`src/rtl/core/qrv_pkg.sv`:
```
package qrv_pkg;

  localparam int QUAT_WIDTH   = 16;
  localparam int THRESH_WIDTH = 16;
  localparam logic [THRESH_WIDTH-1:0] THRESH_RESET = 16'd32;

  localparam int FIFO_DEPTH = 8;
  localparam int FIFO_PTR_W = 3;
  localparam int FIFO_CNT_W = 4;

  typedef struct packed {
    logic valid;
    logic degen;
  } stage_ctl_t;

endpackage

```
`src/rtl/core/qrv_fifo.sv`:
```
module qrv_fifo
  import qrv_pkg::*;
#(
  parameter int WIDTH = 8
) (
  input  logic                  clk,
  input  logic                  rst,
  input  logic                  push,
  input  logic [WIDTH-1:0]      wdata,
  output logic [FIFO_CNT_W-1:0] count,
  output logic                  rvalid,
  output logic [WIDTH-1:0]      rdata
);

  logic [WIDTH-1:0] mem [FIFO_DEPTH];
  logic [FIFO_PTR_W-1:0] wr_ptr, rd_ptr;
  logic pop;

  assign pop = count != '0;

  always_ff @(posedge clk) begin
    if (push) begin
      mem[wr_ptr] <= wdata;
    end
    if (pop) begin
      rdata <= mem[rd_ptr];
    end
  end

  always_ff @(posedge clk) begin
    if (rst) begin
      wr_ptr <= '0;
      rd_ptr <= '0;
      count  <= '0;
      rvalid <= 1'b0;
    end else begin
      rvalid <= pop;
      if (push) begin
        wr_ptr <= wr_ptr + 1'b1;
      end
      if (pop) begin
        rd_ptr <= rd_ptr + 1'b1;
      end
      count <= count + FIFO_CNT_W'(push) - FIFO_CNT_W'(pop);
    end
  end

  a_no_overflow: assert property (@(posedge clk) disable iff (rst)
    !(push && count == FIFO_CNT_W'(FIFO_DEPTH)))
    else $error("queue overflow");

  a_stays_empty: assert property (@(posedge clk) disable iff (rst)
    (count == '0 && !push) |=> (count == '0 && !rvalid) == ($past(count) == '0 && 1'b1))
    else $error("queue left empty state without a push");

  a_push_lands: assert property (@(posedge clk) disable iff (rst)
    (push && !pop) |=> count != '0)
    else $error("pushed beat lost");

endmodule

```
`config.mk`:
```
export PLATFORM = sky130hd
export DESIGN_NAME = qrv_fifo
export DESIGN_NICKNAME = d
export VERILOG_FILES = /design/src/rtl/core/qrv_pkg.sv /design/src/rtl/core/qrv_fifo.sv
export SDC_FILE = /design/constraint.sdc
export NUM_CORES = 1
export LEC_CHECK = 0
export BUFFER_PORTS_ARGS = -buffer_cell sky130_fd_sc_hd__buf_4
export CAP_MARGIN = 20
export CORE_MARGIN = 8
export CORE_UTILIZATION = 63
export DETAILED_ROUTE_END_ITERATION = 16
export PLACE_DENSITY = 0.83
export SLEW_MARGIN = 20
export SYNTH_ARGS = -nofsm -noshare
export SYNTH_HDL_FRONTEND = slang
export SYNTH_SLANG_ARGS = --single-unit
```
`constraint.sdc`:
```
create_clock -name clk -period 4.71 [get_ports clk]
set_clock_uncertainty 0.1 [all_clocks]
set_input_delay 0.7065 -clock clk [delete_from_list [all_inputs] [get_ports clk]]
set_output_delay 0.7065 -clock clk [all_outputs]
set_load 0.05 [all_outputs]
```
==> qor.yml, run 1 <==
routing:
  drtIter0Drc: 86
  detail_route.drc_violations: 0
  detailedRoute.firstPassIterationCount: 4
  postRouteAntennaNets: 0
  finalWirelength_um: 5574
  avg_wl_per_cell_um: 20.34
  routed-via-count: 1591
  drt-vias-per-instance: 5.807
cts:
  clock_tree_from_tritoncts: "built"
  cts.root.buffer_cell: "sky130_fd_sc_hd__clkbuf_8"
  cts_buffer_depth: 2
  cts.sink_count: 83
  clk-insertion-delay-late_ps: 340
  post-cts-setup-buffers: 0
  cts_hold_buf: 0
  cts_resized: 0
  path_clk_slew_ps: 80
  cts_inserted_buffers: 9
  cts_htree_levels: 3
place:
  globalplace.congestion: 0.7127
  dp.final_hpwl_um: 3653
  io_buffers: 23
  post_dp_cell_area_um2: 3520
  placedCellCount: 258
  detailedPlace.worstSlack_ps: 1836
critical_path:
  timing.critical_path.slowest_stage_cell: "sky130_fd_sc_hd__nor3b_1"
  critPathMostFrequentCell: "sky130_fd_sc_hd__inv_1"
  crit_required_ps: 4850
  timing.critical_path.arrival_ps: 3040
  timing.critical_path.to_type: "flop"
  path_max_fanout: 9
  critical_path.max_stage_delay_ps: 570
  cp.buffers_inverters: 4
  critical_path.cell_chain: "inv_1 -> ha_1 -> nor3b_1 -> inv_1 -> ha_1 -> inv_1 -> ha_1 -> inv_1 -> fa_1 -> xor2_1 -> nor2_1"
  setup.worst_path.start_class: "flop"
  path_delay_family: "adder cells"
  timing_worst_setup_path_type: "reg2reg"
global_routing:
  wire_length_of_the_first_global_routing_pass_um: 8418
  grt_use_met1: 0.1765
  groute.layer.met3.usage: 0.05664
  antenna_violations_before_repair: 0
  first_global_vias: 1642
  grt.total_usage: 0.1571
  grt_max_degree: 19
  grt_peak_use_layer: "met2"
  grt_remaining_overflow: 0
  grt_util_met2: 0.2668
sta:
  finalWorstPathRequiredPeriod_ps: 2901
  clock.fmax_mhz: 344.7
  holdWs_ps: 462.9
  period_share: 0.6160
  finalSetupViolations: 0
  pnr_worst_setup_slack_ps: 1809
  maxSlewHeadroom: 0.3748
  unrepaired_setup_endpoints_after_global_routing: "false"
  worst_slew_pin_slew_ps: 936.5
  timing_hold_violations_final: 0
  maxSlewViolCount: 0
  tns_ps: 0
logic_synthesis:
  netlist_area_um2: 3292
  ys_warn_count: 0
  ys_seq_elements: 83
  synth.area.top_cells: "sky130_fd_sc_hd__edfxtp_1 (66%), sky130_fd_sc_hd__mux4_1 (13%), sky130_fd_sc_hd__dfxtp_1 (6.7%)"
  total_nets_after_synthesis: 188
  yosys.area.top_type: "sky130_fd_sc_hd__edfxtp_1"
  synth_area_per_cell_um2: 19.48
  synthCells: 169
  post_synth_num_cell_types: 25
  post_synthesis_sequential_area_ratio: 0.7237
  synthDominantCellAreaShare: 0.6568
finish:
  leading_cell_types_in_the_layout_fill_and_taps_excluded: "sky130_fd_sc_hd__edfxtp_1 (72), sky130_fd_sc_hd__buf_4 (25), sky130_fd_sc_hd__mux4_1 (16), sky130_fd_sc_hd__nor2_1 (14), sky130_fd_sc_hd__dfxtp_1 (11)"
  nNetsFinal: 218
  stdcell_area_um2: 3721
  layoutNonFillerInstCount: 274
  final_common_cell: "sky130_fd_sc_hd__edfxtp_1"
  drive_gt1_frac: 0.2451
  antenna_cells_inserted: 0
  area_delta_synth_final_pct: 13.04
hold_path:
  holdCritPathClass: "reg2reg"
die:
  core_um2: 5075
  row_count: 26
  die_w_um: 88.29
  top_level_ports: 24
  floorplan.initialDensity: 0.6487
  floorplan.die_area_um2: 7794
  die_h_um: 88.29
power:
  leakage_nw: 1.296
  maximum_vdd_drop_mv: 0.2868
  power-per-cell-area_nw_per_um2: 564.0
outcome:
  status: "finished clean"
run:
  max_cap_violations: 0
-- tightest hold or removal path, cell delays in order (launching register included) --
cell,delay [ps]
sky130_fd_sc_hd__dfxtp_1,350
sky130_fd_sc_hd__nand2b_1,90
sky130_fd_sc_hd__a21oi_1,70
-- Yosys cell counts (all sizes together) --
cell,instances
nor3,2
mux4,16
fa,1
nor3b,1
mux2,8
buf,4
a21oi,4
nand2,3
nor2,14
xor2,3
or3,1
nor2b,1
dfxtp,11
o21ai,1
edfxtp,72
clkbuf,2
nand2b,5
inv,9
mux2i,2
ha,7
a31o,1
nand3,1
-- through the flow --
stage	total power, mW	util
final	2.099	0.7332
after global routing	2.197	0.7332
after detailed placement	1.616	0.6935
after floorplan	1.458	-
after global placement	1.582	0.6935
after CTS	2.117	0.7332
-- metal layers --
layer / share of wire / wire, µm
met1: 0.42 / 2349
met5: 0 / 0
met2: 0.52 / 2897
met4: 0.0063 / 35
met3: 0.052 / 291
-- path summary, 6_finish.rpt --
kind / start / to / slack, ps / cells past startpoint
worst max-delay path: count[2] / count[2] / 1810 / 11
worst min-delay path: wr_ptr[0] / wr_ptr[0] / 460 / 2
worst max register to register: count[2] / count[2] / 1810 / 11
worst min register to register: wr_ptr[0] / wr_ptr[0] / 460 / 2
-- state kept, by name (all words and copies together), names as in the netlist --
name and count:
mem 64, rdata 8, count 4, rd_ptr 3, wr_ptr 3, rvalid 1
-- power by group --
group	leakage (nW)	internal (mW)	switching, mW
clock	0.0881	0.247	0.255
sequential	0.753	0.897	0.0781
combinational	0.455	0.257	0.365
-- cell type report --
cell class	instances	area [µm²]
Multi-Input combinational cell	71	828.3
Inverter	9	33.78
Tap cell	70	87.58
Clock buffer	9	123.9
Sequential cell	83	2382
Fill cell	324	1354
Timing Repair Buffer	25	187.7
Clock inverter	7	77.57
-- kinds of logic (layout without fill, tap and decap cells) --
group / Yosys count / after routing / synth area share
simple gates: 28 / 28 / 0.03953
buf+inv: 15 / 50 / 0.02470
flops: 83 / 83 / 0.7237
compound gates: 6 / 6 / 0.01026
xor+xnor: 3 / 3 / 0.007983
mux: 26 / 26 / 0.1612
fa+ha+maj: 8 / 8 / 0.03269
(Power assumes the default switching activity.)
==> run 2: changes to the inputs <==
--- a/config.mk
+++ b/config.mk
@@ -8,9 +8,9 @@
 export BUFFER_PORTS_ARGS = -buffer_cell sky130_fd_sc_hd__buf_4
 export CAP_MARGIN = 20
 export CORE_MARGIN = 8
-export CORE_UTILIZATION = 63
+export CORE_UTILIZATION = 53
 export DETAILED_ROUTE_END_ITERATION = 16
-export PLACE_DENSITY = 0.83
+export PLACE_DENSITY = 0.74
 export SLEW_MARGIN = 20
 export SYNTH_ARGS = -nofsm -noshare
 export SYNTH_HDL_FRONTEND = slang
==> constraint.sdc (replaced) <==
create_clock -name clk -period 2.45 [get_ports clk]
set_clock_uncertainty 0.1 [all_clocks]
set_input_delay 0.3675 -clock clk [delete_from_list [all_inputs] [get_ports clk]]
set_output_delay 0.3675 -clock clk [all_outputs]
set_load 0.05 [all_outputs]
==> run 2 against run 1 <==
Via count rose by 0.19%. Cell count grew 5.1%. Cell area grew 1.3%. Register-to-register slack got worse by 1500 ps. Clock power grew 67%. Power up 89%. Combinational power grew 110%. Critical path depth stayed put. Routed wire length increased by 0.74%. Utilization is 10 points lower. Largest power group unchanged. Highest routed layer unchanged.
==> qor.yml, run 2 (same netlist as run 1, synthesis figures left out) <==
critical_path:
  crit_required_ps: 2590
  timing.critical_path.arrival_ps: 2280
  path_max_fanout: 2
  timing.critical_path.to_type: "flop"
  setup.worst_path.start_class: "flop"
  timing_worst_setup_path_type: "reg2reg"
cts:
  path_clk_slew_ps: 80
  cts_resized: 0
  cts_buffer_depth: 2
  clk-insertion-delay-late_ps: 340
  cts.sink_count: 83
  cts.root.buffer_cell: "sky130_fd_sc_hd__clkbuf_8"
  cts_hold_buf: 0
  cts_htree_levels: 3
  cts_inserted_buffers: 9
  post-cts-setup-buffers: 0
  clock_tree_from_tritoncts: "built"
sta:
  maxSlewHeadroom: 0.5015
  finalSetupViolations: 0
  clock.fmax_mhz: 465.9
  worst_slew_pin_slew_ps: 746.8
  tns_ps: 0
  finalWorstPathRequiredPeriod_ps: 2146
  period_share: 0.8761
  timing_hold_violations_final: 0
  maxSlewViolCount: 0
  unrepaired_setup_endpoints_after_global_routing: "false"
global_routing:
  grt.total_usage: 0.1399
  grt_remaining_overflow: 0
  wire_length_of_the_first_global_routing_pass_um: 8949
  first_global_vias: 1719
  grt_max_degree: 19
  antenna_violations_before_repair: 0
power:
  share_seq_of_total_power: 0.461
  clock_power_share: 0.211
  p_sw_frac: 0.3361
  maximum_vdd_drop_mv: 0.6591
  p_switching_mw: 1.332
  leakage_nw: 1.338
  total_power_mw: 3.962
  power.combinational.fraction: 0.328
  power-per-cell-area_nw_per_um2: 1051
  internal_power_mw: 2.631
routing:
  detail_route.drc_violations: 0
  postRouteAntennaNets: 0
  finalWirelength_um: 5615
  detailedRoute.firstPassIterationCount: 4
  routed-via-count: 1594
  avg_wl_per_cell_um: 19.50
  drtIter0Drc: 63
  drt-vias-per-instance: 5.535
die:
  floorplan.die_area_um2: 8989
  top_level_ports: 24
  row_count: 28
  die_w_um: 94.81
  die_h_um: 94.81
  floorplan.initialDensity: 0.5527
  core_um2: 5956
place:
  globalplace.congestion: 0.7424
  dp.final_hpwl_um: 3722
  io_buffers: 23
  placedCellCount: 272
  post_dp_cell_area_um2: 3601
finish:
  nNetsFinal: 227
  largest-register: "mem"
  largest_registers: "mem: 64 flops, rdata: 8 flops, count: 4 flops"
  largest_register_ffs: 64
  stdcell_area_um2: 3770
  drive_gt1_frac: 0.2864
  area_delta_synth_final_pct: 14.52
  antenna_cells_inserted: 0
  num-fill-cells: 427
  leading_cell_types_in_the_layout_fill_and_taps_excluded: "sky130_fd_sc_hd__edfxtp_1 (72), sky130_fd_sc_hd__buf_4 (34), sky130_fd_sc_hd__mux4_1 (16), sky130_fd_sc_hd__nor2_1 (14)"
  layoutNonFillerInstCount: 288
  final_common_cell: "sky130_fd_sc_hd__edfxtp_1"
run:
  max_cap_violations: 0
hold_path:
  holdCritPathClass: "in2reg"
outcome:
  status: "finished clean"
==> run 2: layout make-up <==
class                   count  area, µm²  share of cell area
flip-flops and latches     83       2385              0.6326
multi-input cells          71      833.3              0.2210
repair buffers             34      255.2             0.06771
clock buffers              11      131.4             0.03485
well taps                  75      93.84             0.02489
clock inverters             5      37.54            0.009957
inverters                   9      33.78            0.008961
==> run 2: power by group through the flow <==
| stage | clock network [mW] | logic, mW | registers [mW] |
|---|---|---|---|
| detailed placement | 0 | 1.30 | 1.86 |
| CTS | 0.859 | 1.31 | 1.83 |
| floorplan | 0 | 0.634 | 2.18 |
| global route | 0.926 | 1.40 | 1.85 |
| global placement | 0 | 1.25 | 1.85 |
| finish | 0.836 | 1.30 | 1.83 |
==> run 2: through the flow <==
| step | util | setup WS (ps) | hold WS, ps |
|---|---|---|---|
| after CTS | 0.6330 | 303.9 | 137.6 |
| final | 0.6330 | 303.7 | 157.4 |
| after detailed placement | 0.6046 | 333.3 | 411.3 |
| after global placement | 0.6046 | 452.8 | 387.1 |
| after floorplan | - | 60.30 | 366.4 |
| after global routing | 0.6330 | 189.7 | 135.3 |
==> run 2: final timing paths <==
kind                                start   endpoint  slack (ps)  depth (start not counted)
worst min-delay path             wdata[5]  mem[1][5]         160                          1
worst max-delay path             count[2]   count[2]         300                         11
worst min register to register  wr_ptr[0]  wr_ptr[0]         420                          2
worst max register to register   count[2]   count[2]         300                         11
==> run 2: layer usage <==
layer  vias to the layer above  wire (µm)  track usage
met5                         -          0            0
li1                        745          -            -
met3                        12        285      0.04444
met2                        38       2782       0.2306
met1                       799       2430       0.1592
met4                         0        116      0.07672
==> run 2: worst max-delay path, cell delays in order, from the launching register on <==
cell and delay, ps:
sky130_fd_sc_hd__dfxtp_2 330, sky130_fd_sc_hd__inv_1 80, sky130_fd_sc_hd__ha_1 150, sky130_fd_sc_hd__nor3b_2 230
sky130_fd_sc_hd__inv_2 60, sky130_fd_sc_hd__ha_1 270, sky130_fd_sc_hd__inv_1 60, sky130_fd_sc_hd__ha_1 160
sky130_fd_sc_hd__inv_1 60, sky130_fd_sc_hd__fa_1 370, sky130_fd_sc_hd__xor2_1 140, sky130_fd_sc_hd__nor2_1 50
==> run 3: changes to the inputs <==
--- a/config.mk
+++ b/config.mk
@@ -11,6 +11,7 @@
 export CORE_UTILIZATION = 53
 export DETAILED_ROUTE_END_ITERATION = 16
 export PLACE_DENSITY = 0.74
+export SETUP_SLACK_MARGIN = 0.5
 export SLEW_MARGIN = 20
 export SYNTH_ARGS = -nofsm -noshare
 export SYNTH_HDL_FRONTEND = slang
==> run 3 against run 2 <==
Cell count rose by 1.0%. Non-clock buffer count rose by 4. Critical path depth fell by 1. Cell area rose by 2.0%. Global-route usage rose by 0.40 points. Via count rose by 3.0%. Worst hold slack got worse by 6.1 ps. Combinational power rose by 12%. Utilization rose by 1.3 points. Routed wire length rose by 6.2%. First-iteration DRC count rose by 46%. Critical endpoint is now count[1].
==> qor.yml, run 3 (same netlist as run 1, synthesis figures left out) <==
finish:
  drive_gt1_frac: 0.3380
  largest_registers: "mem: 64 flops, rdata: 8 flops, count: 4 flops"
  nNetsFinal: 231
  multi_input_area_um2: 879.6
  finalCoreUtilization: 0.6456
  seqCellArea_um2: 2391
  final_common_cell: "sky130_fd_sc_hd__edfxtp_1"
  num-fill-cells: 415
  antenna_cells_inserted: 0
  area_delta_synth_final_pct: 16.80
  largest-register: "mem"
  largest_register_ffs: 64
  leading_cell_types_in_the_layout_fill_and_taps_excluded: "sky130_fd_sc_hd__edfxtp_1 (72), sky130_fd_sc_hd__buf_4 (38), sky130_fd_sc_hd__mux4_1 (16), sky130_fd_sc_hd__nor2_1 (14), sky130_fd_sc_hd__clkbuf_8 (9)"
sta:
  maxSlewHeadroom: 0.4772
  period_share: 0.8030
  tns_ps: 0
  maxSlewViolCount: 0
  timing_hold_violations_final: 0
  unrepaired_setup_endpoints_after_global_routing: "true"
  finalWorstPathRequiredPeriod_ps: 1967
  worst_slew_pin_slew_ps: 783.1
  finalSetupViolations: 0
  clock.fmax_mhz: 508.3
cts:
  cts_hold_buf: 0
  clk-insertion-delay-late_ps: 350
  path_clk_slew_ps: 80
  cts_buffer_depth: 2
  cts.sink_count: 83
  cts_inserted_buffers: 9
  cts.root.buffer_cell: "sky130_fd_sc_hd__clkbuf_8"
  cts_htree_levels: 3
  clock_tree_from_tritoncts: "built"
routing:
  wl_met3_um: 271
  detailedRoute.firstPassIterationCount: 4
  avg_wl_per_cell_um: 20.50
  detail_route.drc_violations: 0
  drtIter0Drc: 92
  postRouteAntennaNets: 0
  met1_length_um: 2411
  met2RoutedLength_um: 3072
  drt-vias-per-instance: 5.643
  finalWirelength_um: 5965
  routed-via-count: 1642
  highest_layer: "met4"
critical_path:
  timing_worst_setup_path_type: "reg2reg"
  path_delay_family: "adder cells"
  cp.buffers_inverters: 4
  timing.critical_path.to_type: "flop"
  cp.depth: 10
  critical_path.cell_chain: "inv_4 -> ha_4 -> nor3b_4 -> inv_2 -> ha_4 -> inv_2 -> ha_4 -> inv_2 -> fa_2 -> nor2_1"
  worst-r2r-setup-slack_ps: 480
  crit-reg2reg-launch: "count[2]"
  critical_path.max_stage_delay_ps: 510
  crit_required_ps: 2590
  path_max_fanout: 2
  worst_reg2reg_path_depth: 10
  rr_endpoint: "count[1]"
  timing.critical_path.slowest_stage_cell: "sky130_fd_sc_hd__fa_2"
  setup.worst_path.start_class: "flop"
  timing.critical_path.arrival_ps: 2110
die:
  core_um2: 5956
  die_h_um: 94.81
  floorplan.initialDensity: 0.5527
  row_count: 28
  top_level_ports: 24
  die_w_um: 94.81
  floorplan.die_area_um2: 8989
global_routing:
  antenna_violations_before_repair: 0
  grt_remaining_overflow: 0
  wire_length_of_the_first_global_routing_pass_um: 9073
  grt.total_usage: 0.1439
  grt_max_degree: 19
  first_global_vias: 1771
power:
  power.combinational.fraction: 0.355
  internal_power_mw: 2.721
  p_switching_mw: 1.384
  p_sw_frac: 0.3371
  power-per-cell-area_nw_per_um2: 1068
  clock_power_share: 0.199
  maximum_vdd_drop_mv: 0.7066
  leakage_nw: 1.351
  share_seq_of_total_power: 0.446
place:
  io_buffers: 23
  globalplace.congestion: 0.7605
  dp.final_hpwl_um: 3903
run:
  max_cap_violations: 0
hold_path:
  timing.hold.worst_path_depth: 1
  holdCritPathClass: "in2reg"
  min_to: "mem[3][1]"
  min_from: "wdata[1]"
outcome:
  status: "finished clean"
[run 3: cell types whose count changed in the layout (fill, tap and decap cells not counted), moves of 2 or more]
cell                      change
sky130_fd_sc_hd__dfxtp_4      +2
sky130_fd_sc_hd__inv_1        -4
sky130_fd_sc_hd__ha_1         -3
sky130_fd_sc_hd__buf_4        +4
sky130_fd_sc_hd__inv_2        +3
sky130_fd_sc_hd__ha_4         +3
[run 3: metrics by stage]
step	hold WS, ps	instance area [µm²]	power (mW)	worst slack (ps)	std cells
after floorplan	366.4	3352	2.905	209.5	169
after global placement	388.1	3654	3.195	364.1	272
after detailed placement	415.0	3654	3.286	280.8	272
after CTS	142.1	3837	4.126	486.3	290
after global routing	139.6	3845	4.297	412.5	291
final	151.2	3845	4.105	482.7	291
[run 3: cell type report]
cell class / count / share of cell area
sequential: 83 / 0.6219
multi-input combinational: 71 / 0.2288
timing repair buffer: 38 / 0.07419
clock buffer: 10 / 0.03319
tap: 75 / 0.02441
inverter: 9 / 0.009437
clock inverter: 5 / 0.008135
[run 3: worst reg2reg max path, cell delays in order (launching register included)]
cell and delay, ps:
sky130_fd_sc_hd__dfxtp_4 360, sky130_fd_sc_hd__inv_4 60, sky130_fd_sc_hd__ha_4 110, sky130_fd_sc_hd__nor3b_4 190, sky130_fd_sc_hd__inv_2 70, sky130_fd_sc_hd__ha_4 210
sky130_fd_sc_hd__inv_2 60, sky130_fd_sc_hd__ha_4 120, sky130_fd_sc_hd__inv_2 30, sky130_fd_sc_hd__fa_2 510, sky130_fd_sc_hd__nor2_1 40
[run 3: worst max path at each step]
stage / from / to / slack [ps]
floorplan: count[2] / count[1] / 210
global placement: count[2] / count[1] / 360
detailed placement: count[2] / count[1] / 280
CTS: count[3] / count[1] / 490
global route: count[2] / count[2] / 410
finish: count[2] / count[1] / 480
[run 3: per-layer routing]
layer	up-vias	global-route usage
li1	749	-
met1	835	0.1589
met2	42	0.2381
met3	16	0.04524
met4	0	0.08973
met5	-	0
[run 3: power groups by stage]
stage / Sequential, mW / Combinational [mW] / Clock [mW]
after CTS: 1.83 / 1.46 / 0.829
final: 1.83 / 1.46 / 0.816
after global placement: 1.85 / 1.34 / 0
after floorplan: 2.19 / 0.710 / 0
after detailed placement: 1.86 / 1.42 / 0
after global routing: 1.85 / 1.56 / 0.884
[run 3: what timing repair did]
item | 4_1_cts | 5_1_grt
resized for setup | 1 | 0
buffers inserted | 3 | 1
endpoints found under the setup margin | 3 | 3
pin swaps | 2 | 2
